## src/hw/rtl/d2r_pkg.sv

```systemverilog
// d2r_pkg: shared types, constants and helpers for the depth to rgb encoder
// no dependencies; imported by every module of the block
`timescale 1ns / 1ps
`default_nettype none

package d2r_pkg;

  // field widths
  localparam int DEPTH_W  = 13;
  localparam int WORD_W   = 16;
  localparam int BYTE_W   = 8;
  localparam int PROD_W   = 2 * DEPTH_W;          // 13x13 product
  localparam int QUO_W    = 9;                    // quotient stays below 383
  localparam int NUM_W    = PROD_W + BYTE_W;      // 255 * product
  localparam int DEN_SH_W = PROD_W + QUO_W - 1;   // divisor aligned to top quotient bit
  localparam int DIV_STEPS = QUO_W;
  localparam int SCALE_W  = DEPTH_W + 1;          // 2d+1 and 2*far
  localparam int ADAPT_W  = SCALE_W + BYTE_W;     // 255 * (2d+1)

  // register reset values
  localparam logic [DEPTH_W-1:0] NEAR_RESET = 13'd400;
  localparam logic [DEPTH_W-1:0] FAR_RESET  = 13'd3000;

  // encoding modes (code 3 is unused and skips every pixel)
  typedef enum logic [1:0] {
    MODE_GRAY  = 2'd0,
    MODE_RAW   = 2'd1,
    MODE_ADAPT = 2'd2
  } mode_t;

  // register indexes on the config port
  typedef enum logic [1:0] {
    REG_MODE = 2'd0,
    REG_NEAR = 2'd1,
    REG_FAR  = 2'd2
  } reg_idx_t;

  // how the output bytes are picked at the end of the pipe
  typedef enum logic [1:0] {
    SEL_GRAY  = 2'd0,
    SEL_RAW   = 2'd1,
    SEL_ADAPT = 2'd2
  } sel_t;

  // data that rides beside the divider
  typedef struct packed {
    logic              ok;
    logic              last;
    sel_t              sel;
    logic [BYTE_W-1:0] blue;
    logic [BYTE_W-1:0] green;
    logic [BYTE_W-1:0] red;
  } side_t;

  // one beat moving through the divider cells
  typedef struct packed {
    logic                valid;
    logic [NUM_W-1:0]    rem;
    logic [DEN_SH_W-1:0] den;
    logic [QUO_W-1:0]    quo;
    side_t               side;
  } div_beat_t;

  // finished pixel
  typedef struct packed {
    logic              last;
    logic              in_range;
    logic [BYTE_W-1:0] red;
    logic [BYTE_W-1:0] green;
    logic [BYTE_W-1:0] blue;
  } pixel_t;

  // triangle wave of period 1024 scaled to a byte: floor(255*u/512)
  function automatic logic [BYTE_W-1:0] tri_byte(input logic [9:0] t);
    logic [10:0] u;
    logic [18:0] m;
    u = (t > 10'd512) ? (11'd1024 - {1'b0, t}) : {1'b0, t};
    m = {u, 8'b0} - {8'b0, u};
    return m[16:9];
  endfunction

endpackage

`default_nettype wire

```

## src/hw/rtl/d2r_front.sv

```systemverilog
// d2r_front: depth decode, range checks, side bytes and the two products
// depends on d2r_pkg; feeds the first divider cell
`timescale 1ns / 1ps
`default_nettype none

module d2r_front (
  input  logic                              clk,
  input  logic                              rst,
  input  logic                              en,
  input  logic                              in_valid,
  input  logic [d2r_pkg::WORD_W-1:0]        in_word,
  input  logic                              in_last,
  input  logic [1:0]                        mode,
  input  logic [d2r_pkg::DEPTH_W-1:0]       near_limit,
  input  logic [d2r_pkg::DEPTH_W-1:0]       far_limit,
  output d2r_pkg::div_beat_t                out_beat
);
  import d2r_pkg::*;

  logic [DEPTH_W-1:0] d;
  logic [SCALE_W-1:0] s;
  logic               gray_ok;
  logic               adapt_ok;
  side_t              side_next;

  logic               s1_valid;
  side_t              s1_side;
  logic [DEPTH_W-1:0] s1_d;
  logic [DEPTH_W-1:0] s1_near;
  logic [DEPTH_W-1:0] s1_far;
  logic [DEPTH_W-1:0] s1_far_m_d;
  logic [DEPTH_W-1:0] s1_far_m_near;

  logic               s2_valid;
  side_t              s2_side;
  logic [PROD_W-1:0]  s2_p;
  logic [PROD_W-1:0]  s2_q;
  logic [SCALE_W-1:0] s2_s;
  logic [DEPTH_W-1:0] s2_far;

  logic [ADAPT_W-1:0] adapt_num;
  div_beat_t          beat_next;

  // decode and classify the pixel
  always_comb begin
    d        = in_word[WORD_W-1:WORD_W-DEPTH_W];
    s        = {d, 1'b1};
    gray_ok  = (near_limit < far_limit) && (d != '0) &&
               (d >= near_limit) && (d <= far_limit);
    adapt_ok = (far_limit != '0) && (d <= far_limit);
    side_next       = '0;
    side_next.last  = in_last;
    case (mode)
      MODE_GRAY: begin
        side_next.sel = SEL_GRAY;
        side_next.ok  = gray_ok;
      end
      MODE_RAW: begin
        side_next.sel   = SEL_RAW;
        side_next.ok    = 1'b1;
        side_next.blue  = {3'b0, d[12:10], 2'b0};
        side_next.green = {d[9:5], 3'b0};
        side_next.red   = {d[4:0], 3'b0};
      end
      MODE_ADAPT: begin
        side_next.sel   = SEL_ADAPT;
        side_next.ok    = adapt_ok;
        side_next.green = tri_byte(s[9:0]);
        side_next.red   = tri_byte(s[9:0] + 10'd768);
      end
      default: begin
        side_next.sel = SEL_RAW;
        side_next.ok  = 1'b0;
      end
    endcase
  end

  // stage 1 and 2 control
  always_ff @(posedge clk) begin
    if (rst) begin
      s1_valid <= 1'b0;
      s2_valid <= 1'b0;
    end else if (en) begin
      s1_valid <= in_valid;
      s2_valid <= s1_valid;
    end
  end

  // stage 1 payload: differences
  always_ff @(posedge clk) begin
    if (en) begin
      s1_side       <= side_next;
      s1_d          <= d;
      s1_near       <= near_limit;
      s1_far        <= far_limit;
      s1_far_m_d    <= far_limit - d;
      s1_far_m_near <= far_limit - near_limit;
    end
  end

  // stage 2 payload: numerator and denominator products
  always_ff @(posedge clk) begin
    if (en) begin
      s2_side <= s1_side;
      s2_p    <= PROD_W'(s1_near) * PROD_W'(s1_far_m_d);
      s2_q    <= PROD_W'(s1_d) * PROD_W'(s1_far_m_near);
      s2_s    <= {s1_d, 1'b1};
      s2_far  <= s1_far;
    end
  end

  // stage 3: scale by 255 and align the divisor
  always_comb begin
    adapt_num = {s2_s, 8'b0} - {8'b0, s2_s};
    beat_next       = '0;
    beat_next.side  = s2_side;
    case (s2_side.sel)
      SEL_GRAY: begin
        beat_next.rem = {s2_p, 8'b0} - {8'b0, s2_p};
        beat_next.den = {s2_q, 8'b0};
      end
      SEL_ADAPT: begin
        beat_next.rem = NUM_W'(adapt_num);
        beat_next.den = DEN_SH_W'({s2_far, 1'b0, 8'b0});
      end
      default: begin
        beat_next.rem = '0;
        beat_next.den = '0;
      end
    endcase
  end

  // stage 3 register, valid cleared by reset
  always_ff @(posedge clk) begin
    if (en) begin
      out_beat.rem  <= beat_next.rem;
      out_beat.den  <= beat_next.den;
      out_beat.quo  <= beat_next.quo;
      out_beat.side <= beat_next.side;
    end
    if (rst) begin
      out_beat.valid <= 1'b0;
    end else if (en) begin
      out_beat.valid <= s2_valid;
    end
  end

endmodule

`default_nettype wire

```

## src/hw/rtl/d2r_div_cell.sv

```systemverilog
// d2r_div_cell: one restoring division step, one quotient bit per cell
// depends on d2r_pkg; cells are chained, each halving the aligned divisor
`timescale 1ns / 1ps
`default_nettype none

module d2r_div_cell (
  input  logic               clk,
  input  logic               rst,
  input  logic               en,
  input  d2r_pkg::div_beat_t in_beat,
  output d2r_pkg::div_beat_t out_beat
);
  import d2r_pkg::*;

  logic ge;

  // trial subtract
  assign ge = (in_beat.rem >= NUM_W'(in_beat.den));

  // shift quotient, pass divisor down one bit; valid cleared by reset
  always_ff @(posedge clk) begin
    if (en) begin
      out_beat.rem  <= ge ? (in_beat.rem - NUM_W'(in_beat.den)) : in_beat.rem;
      out_beat.den  <= in_beat.den >> 1;
      out_beat.quo  <= {in_beat.quo[QUO_W-2:0], ge};
      out_beat.side <= in_beat.side;
    end
    if (rst) begin
      out_beat.valid <= 1'b0;
    end else if (en) begin
      out_beat.valid <= in_beat.valid;
    end
  end

endmodule

`default_nettype wire

```

## src/hw/rtl/d2r_skid.sv

```systemverilog
// d2r_skid: output register with one spare slot so tready is registered
// depends on d2r_pkg for the pixel type
`timescale 1ns / 1ps
`default_nettype none

module d2r_skid (
  input  logic            clk,
  input  logic            rst,
  input  logic            in_valid,
  output logic            in_ready,
  input  d2r_pkg::pixel_t in_data,
  output logic            out_valid,
  input  logic            out_ready,
  output d2r_pkg::pixel_t out_data
);
  import d2r_pkg::*;

  logic   spare_valid;
  pixel_t spare_data;

  assign in_ready = !spare_valid;

  // control: output slot and spare slot
  always_ff @(posedge clk) begin
    if (rst) begin
      out_valid   <= 1'b0;
      spare_valid <= 1'b0;
    end else if (out_ready || !out_valid) begin
      if (spare_valid) begin
        out_valid   <= 1'b1;
        spare_valid <= 1'b0;
      end else begin
        out_valid <= in_valid;
      end
    end else if (in_valid && !spare_valid) begin
      spare_valid <= 1'b1;
    end
  end

  // payload
  always_ff @(posedge clk) begin
    if (out_ready || !out_valid) begin
      out_data <= spare_valid ? spare_data : in_data;
    end else if (in_valid && !spare_valid) begin
      spare_data <= in_data;
    end
  end

endmodule

`default_nettype wire

```

## src/hw/rtl/depth_to_rgb_encoder.sv

```systemverilog
// depth_to_rgb_encoder: top level, config registers, divider chain, output select
// depends on d2r_pkg, d2r_front, d2r_div_cell and d2r_skid
//
//   channel   dir  signals                   beat contents
//   s_*       in   tvalid tready tdata tlast  tdata: depth_word; tlast: frame_end
//   m_*       out  tvalid tready tdata tuser  tdata: blue green red; tuser: in_range;
//                  tlast                      tlast: frame_last
//   apb       in   psel penable pwrite paddr  0x0 encoding_mode, 0x4 near_limit,
//                  pwdata prdata pready       0x8 far_limit
//
// one pixel per clock unless m_tready stalls; the pipe holds 3 front stages
// (decode, 13x13 products, scaling), 9 divider cells, 1 output register.
// reset is synchronous; it empties the pipe and loads the register defaults.
// a stall on m_tready fills the spare output slot, which freezes the whole
// pipe and drops s_tready on the next cycle.
`timescale 1ns / 1ps
`default_nettype none

module depth_to_rgb_encoder (
  input  logic        clk,
  input  logic        rst,
  input  logic        psel,
  input  logic        penable,
  input  logic        pwrite,
  input  logic [3:0]  paddr,
  input  logic [31:0] pwdata,
  output logic [31:0] prdata,
  output logic        pready,
  input  logic        s_tvalid,
  output logic        s_tready,
  input  logic [15:0] s_tdata,   // [15:0] depth_word
  input  logic        s_tlast,
  output logic        m_tvalid,
  input  logic        m_tready,
  output logic [23:0] m_tdata,   // [7:0] blue, [15:8] green, [23:16] red
  output logic        m_tuser,   // [0] in_range
  output logic        m_tlast
);
  import d2r_pkg::*;

  logic [1:0]         encoding_mode;
  logic [DEPTH_W-1:0] near_limit;
  logic [DEPTH_W-1:0] far_limit;
  logic               cfg_wr;

  logic               en;
  div_beat_t          chain [DIV_STEPS+1];
  div_beat_t          last_beat;
  pixel_t             pix;
  pixel_t             out_pix;

  // config registers
  assign pready = 1'b1;
  assign cfg_wr = psel && penable && pwrite && pready;

  always_ff @(posedge clk) begin
    if (rst) begin
      encoding_mode <= MODE_GRAY;
      near_limit    <= NEAR_RESET;
      far_limit     <= FAR_RESET;
    end else if (cfg_wr) begin
      case (paddr[3:2])
        REG_MODE: encoding_mode <= pwdata[1:0];
        REG_NEAR: near_limit    <= pwdata[DEPTH_W-1:0];
        REG_FAR:  far_limit     <= pwdata[DEPTH_W-1:0];
        default: ;
      endcase
    end
  end

  // register readback
  always_comb begin
    case (paddr[3:2])
      REG_MODE: prdata = {30'b0, encoding_mode};
      REG_NEAR: prdata = {19'b0, near_limit};
      REG_FAR:  prdata = {19'b0, far_limit};
      default:  prdata = '0;
    endcase
  end

  // front stages
  d2r_front u_front (
    .clk        (clk),
    .rst        (rst),
    .en         (en),
    .in_valid   (s_tvalid && s_tready),
    .in_word    (s_tdata),
    .in_last    (s_tlast),
    .mode       (encoding_mode),
    .near_limit (near_limit),
    .far_limit  (far_limit),
    .out_beat   (chain[0])
  );

  // divider chain
  for (genvar i = 0; i < DIV_STEPS; i++) begin : g_div
    d2r_div_cell u_cell (
      .clk      (clk),
      .rst      (rst),
      .en       (en),
      .in_beat  (chain[i]),
      .out_beat (chain[i+1])
    );
  end

  assign last_beat = chain[DIV_STEPS];

  // pick the output bytes
  always_comb begin
    pix          = '0;
    pix.last     = last_beat.side.last;
    pix.in_range = last_beat.side.ok;
    if (last_beat.side.ok) begin
      case (last_beat.side.sel)
        SEL_GRAY: begin
          pix.blue  = last_beat.quo[BYTE_W-1:0];
          pix.green = last_beat.quo[BYTE_W-1:0];
          pix.red   = last_beat.quo[BYTE_W-1:0];
        end
        SEL_ADAPT: begin
          pix.blue  = last_beat.quo[BYTE_W-1:0];
          pix.green = last_beat.side.green;
          pix.red   = last_beat.side.red;
        end
        default: begin
          pix.blue  = last_beat.side.blue;
          pix.green = last_beat.side.green;
          pix.red   = last_beat.side.red;
        end
      endcase
    end
  end

  // output register with spare slot
  d2r_skid u_skid (
    .clk       (clk),
    .rst       (rst),
    .in_valid  (last_beat.valid),
    .in_ready  (en),
    .in_data   (pix),
    .out_valid (m_tvalid),
    .out_ready (m_tready),
    .out_data  (out_pix)
  );

  assign s_tready = en;
  assign m_tdata  = {out_pix.red, out_pix.green, out_pix.blue};
  assign m_tuser  = out_pix.in_range;
  assign m_tlast  = out_pix.last;

`ifndef SYNTHESIS
  // a skipped pixel carries zero bytes
  a_skip_zero: assert property (@(posedge clk) disable iff (rst)
    m_tvalid && !m_tuser |-> m_tdata == '0)
    else $error("skipped pixel with nonzero bytes");

  // grayscale quotient never needs the ninth bit
  a_gray_quo: assert property (@(posedge clk) disable iff (rst)
    last_beat.valid && last_beat.side.ok && last_beat.side.sel == SEL_GRAY
      |-> !last_beat.quo[QUO_W-1])
    else $error("grayscale quotient above 255");

  // input is only held off while a result waits at the output
  a_hold_cause: assert property (@(posedge clk) disable iff (rst)
    !s_tready |-> m_tvalid && !$past(m_tready))
    else $error("input stalled without an output stall");
`endif

endmodule

`default_nettype wire
```

## config.mk

```make
export PLATFORM = sky130hd
export DESIGN_NAME = depth_to_rgb_encoder
export DESIGN_NICKNAME = d
export VERILOG_FILES = /design/src/hw/rtl/d2r_pkg.sv /design/src/hw/rtl/d2r_front.sv /design/src/hw/rtl/d2r_div_cell.sv /design/src/hw/rtl/d2r_skid.sv /design/src/hw/rtl/depth_to_rgb_encoder.sv
export SDC_FILE = /design/constraint.sdc
export NUM_CORES = 2
export LEC_CHECK = 0
export BUFFER_PORTS_ARGS = -buffer_cell sky130_fd_sc_hd__buf_2
export CAP_MARGIN = 15
export CORE_MARGIN = 10
export CORE_UTILIZATION = 45
export DETAILED_ROUTE_END_ITERATION = 10
export GPL_TIMING_DRIVEN = 0
export PLACE_DENSITY_LB_ADDON = 0.1
export SYNTH_ARGS = -nofsm -noshare
export SYNTH_HDL_FRONTEND = slang
export SYNTH_SLANG_ARGS = --single-unit
```

## constraint.sdc

```tcl
create_clock -name clk -period 80.8 [get_ports clk]
set_input_delay 24.24 -clock clk [delete_from_list [all_inputs] [get_ports clk]]
set_output_delay 24.24 -clock clk [all_outputs]
set_load 0.02 [all_outputs]
```

==> impl_results.md <==
- Status: finished, final reports clean
- CP Launch Type: input port
- CTS H-tree lvls: 3
- Top-Level Pins: 121
- FILL cells: 12,600
- R2R cell count: 19
- Period minus WS final: 49.90 ns
- IO Port Bufs: 74
- Largest net degree at the start of global routing: 46
- RSZ-0062 raised after global routing: false
- Nets: 6,592
- Core area: 0.141 mm^2
- Residual DRC: 0
- Routed WL: 146,000 um
- Worst R2R End: u_front.s2_q[25]
- Worst hold path stage count: 0
- Total GRT Usage: 18.5%
- Post-synthesis cell type count: 92
- DP Worst Slack: 30.96 ns
- Crit end category: output pin
- Wire length per cell: 18.7 um
- Data arrival time of the worst path: 25.66 ns
- Final Skew: 0.0900 ns
- Vias per std cell: 5.15
- DR vias: 40,300
- Commonest cells in the netlist: edfxtp_1 (1,047), inv_1 (726), nand2_1 (451), ha_1 (443), nor2_1 (351)
- Starting Density: 45.2%
- Period utilization: 61.8%
- Most frequent cell after synthesis: edfxtp_1
- R2R Setup Slk: 73.85 ns
- Root Buffer: clkbuf_16
- Post-DP HPWL: 116,000 um
- Post-synth top area cell: edfxtp_1
- Final Instance Area: 0.0715 mm^2
- Post-CTS setup buffers: 0
- Worst VDD drop: 0.0000314 V
- Gr ovfl total: 0
- Detail Route Antenna Nets: 0
- Latest clock arrival within the worst-skew pair: 0.77 ns
- Finished Core Util: 50.6%
- Worst Min Path Start: u_front.s1_far[2]
- Final hold violations: 0
- Die area: 0.158 mm^2
- Slew headroom: 16.0%
- Drt first pass iters: 6
- Dpl cells: 7,605
- Fmax: 20.0 MHz
- CTS sink cnt: 1,089
- Syn. warnings: 0
- Min Hold Slack: 0.355 ns
- Sequential share of the synthesized area: 50.5%
- Longest Clk Path Bufs: 3
- Layout cells sized above 1: 7.68%
- Final non-filler cell total: 7,835
- Vias in the first global route: 41,700
- Synthesized flop and latch total: 1,089
- Antenna violations before repair: 7
- Initial DRC count: 1,872
- Crit-path max FO: 10
- Post-synth top area share: 49.2%
- GPL Wtd Cong: 0.909
- WP data required: 56.56 ns
- Syn Area/Cell: 11.4 um^2
- PostCTS Resize Cnt: 0
- CTS buffer count: 119
- Async SR Flop Fraction: 0%
- Netlist Area Pre-Place: 0.0639 mm^2
- Clock slew seen by the registers of the worst setup and hold paths: 0.06 ns
- TNS Setup: 0 ns
- Max-Cap Viols: 0
- Total power: 2.95 mW
- CTS tree: done
- Leak: 30.8 nW
- Row cnt: 138
- HP Class: register to register
- Worst slew pin tran: 1.25 ns
- Number of synthesized flops with an enable pin: 1,047
- Power Density: 41.2 mW/mm^2
- Worst flop-to-flop path startpoint: u_front.s1_d[6]
- Setup ws final: 30.90 ns
- Mapped Cells: 5,594
- Placed inst area: 0.0673 mm^2
- # setup viols final: 0
- Die W: 397 um
- Top post-synthesis cells by area: edfxtp_1 (49%), ha_1 (8.7%), fa_1 (7.9%)
- Die height: 397 um
- First-pass GRT wire length: 230,000 um
- Main synth FF type: edfxtp_1
- Hold Path End: u_front.s2_far[2]
- Area delta synth->final: 11.9%
- Crit Path Class: input port to output pin
- Slew Limit Fails: 0
- Hold Buf Count CTS: 0
-- layout by cell type (no fill, tap or decap), types with 53 or more instances in the layout --
cell and count:
a21o_1 141, a21oi_1 348, and2_1 199, buf_2 85
clkbuf_1 154, clkbuf_16 119, edfxtp_1 1047, fa_1 253
ha_1 443, inv_1 726, mux2_2 89, nand2_1 451
nand2b_1 53, nand3_1 60, nand4_1 56, nor2_1 351
nor2b_1 76, nor3_1 61, o21ai_0 226, xnor2_1 193
xor2_1 104
-- cell type report --
cell class	instances	area, um^2	area share [%]
plain buffers	175	790	1.10
diodes	4	10.0	0.0140
flip-flops and latches	1089	32300	45.1
clock inverters	81	1090	1.52
clock buffers	145	3130	4.37
inverters	728	2730	3.82
multi-input cells	3620	28200	39.4
well taps	1890	2360	3.31
repair buffers	103	928	1.30
-- critical path: stages --
cell and delay, ns:
clkbuf_1 0.17, nor2b_1 0.33, clkbuf_1 0.49, a22o_1 0.25, buf_2 0.18
-- power by group --
group | internal, mW | switching (mW) | total [mW]
logic | 0.617 | 0.821 | 1.44
registers | 0.858 | 0.0879 | 0.945
clock network | 0.339 | 0.227 | 0.566
total | 1.81 | 1.14 | 2.95
-- how the worst max path moves through the flow --
stage | start | to | slack (ns) | cells after the start
3_3_place_gp | u_skid.spare_valid | s_tready | 14.63 | 4
5_1_grt | paddr[2] | prdata[1] | 30.73 | 6
4_1_cts | paddr[2] | prdata[4] | 30.94 | 5
6_report | paddr[2] | prdata[7] | 30.90 | 5
3_5_place_dp | paddr[2] | prdata[4] | 30.96 | 5
2_1_floorplan | u_skid.spare_valid | s_tready | 28.85 | 3
-- layer usage --
metal / up-vias / GRT usage (%) / wire length (um) / share of wire [%]
met5: - / 0 / 0 / 0
met4: 0 / 8.31 / 6730 / 4.6
met3: 272 / 2.28 / 5100 / 3.5
met2: 710 / 33.6 / 74700 / 51
met1: 19300 / 21.6 / 59700 / 41
li1: 20000 / - / - / -
-- flip-flops by register name, indices dropped and copies added, names as in the netlist, 2 cells and up --
register	cells
g_div.u_cell.out_beat	732
u_front.out_beat	84
u_front.s2_p	26
u_front.s2_q	26
u_skid.out_data	26
u_skid.spare_data	26
u_front.beat_next	23
u_front.s1_side	23
far_limit	13
near_limit	13
u_front.s1_d	13
u_front.s1_far	13
u_front.s1_far_m_d	13
u_front.s1_far_m_near	13
u_front.s1_near	13
u_front.s2_far	13
u_front.s2_s	13
encoding_mode	2
-- cell families after synthesis --
family / count (synthesis) / synth area share [%]
AOI/OAI and AO/OA: 1031 / 10.1
DFF: 1089 / 50.5
and+or+nand+nor: 1444 / 11.0
muxes: 130 / 2.21
adders and majority gates: 697 / 16.6
other: 2 / 0.0117
xor gates and xnor gates: 298 / 4.09
buffers and inverters: 903 / 5.51
(Power assumes the default switching activity.)
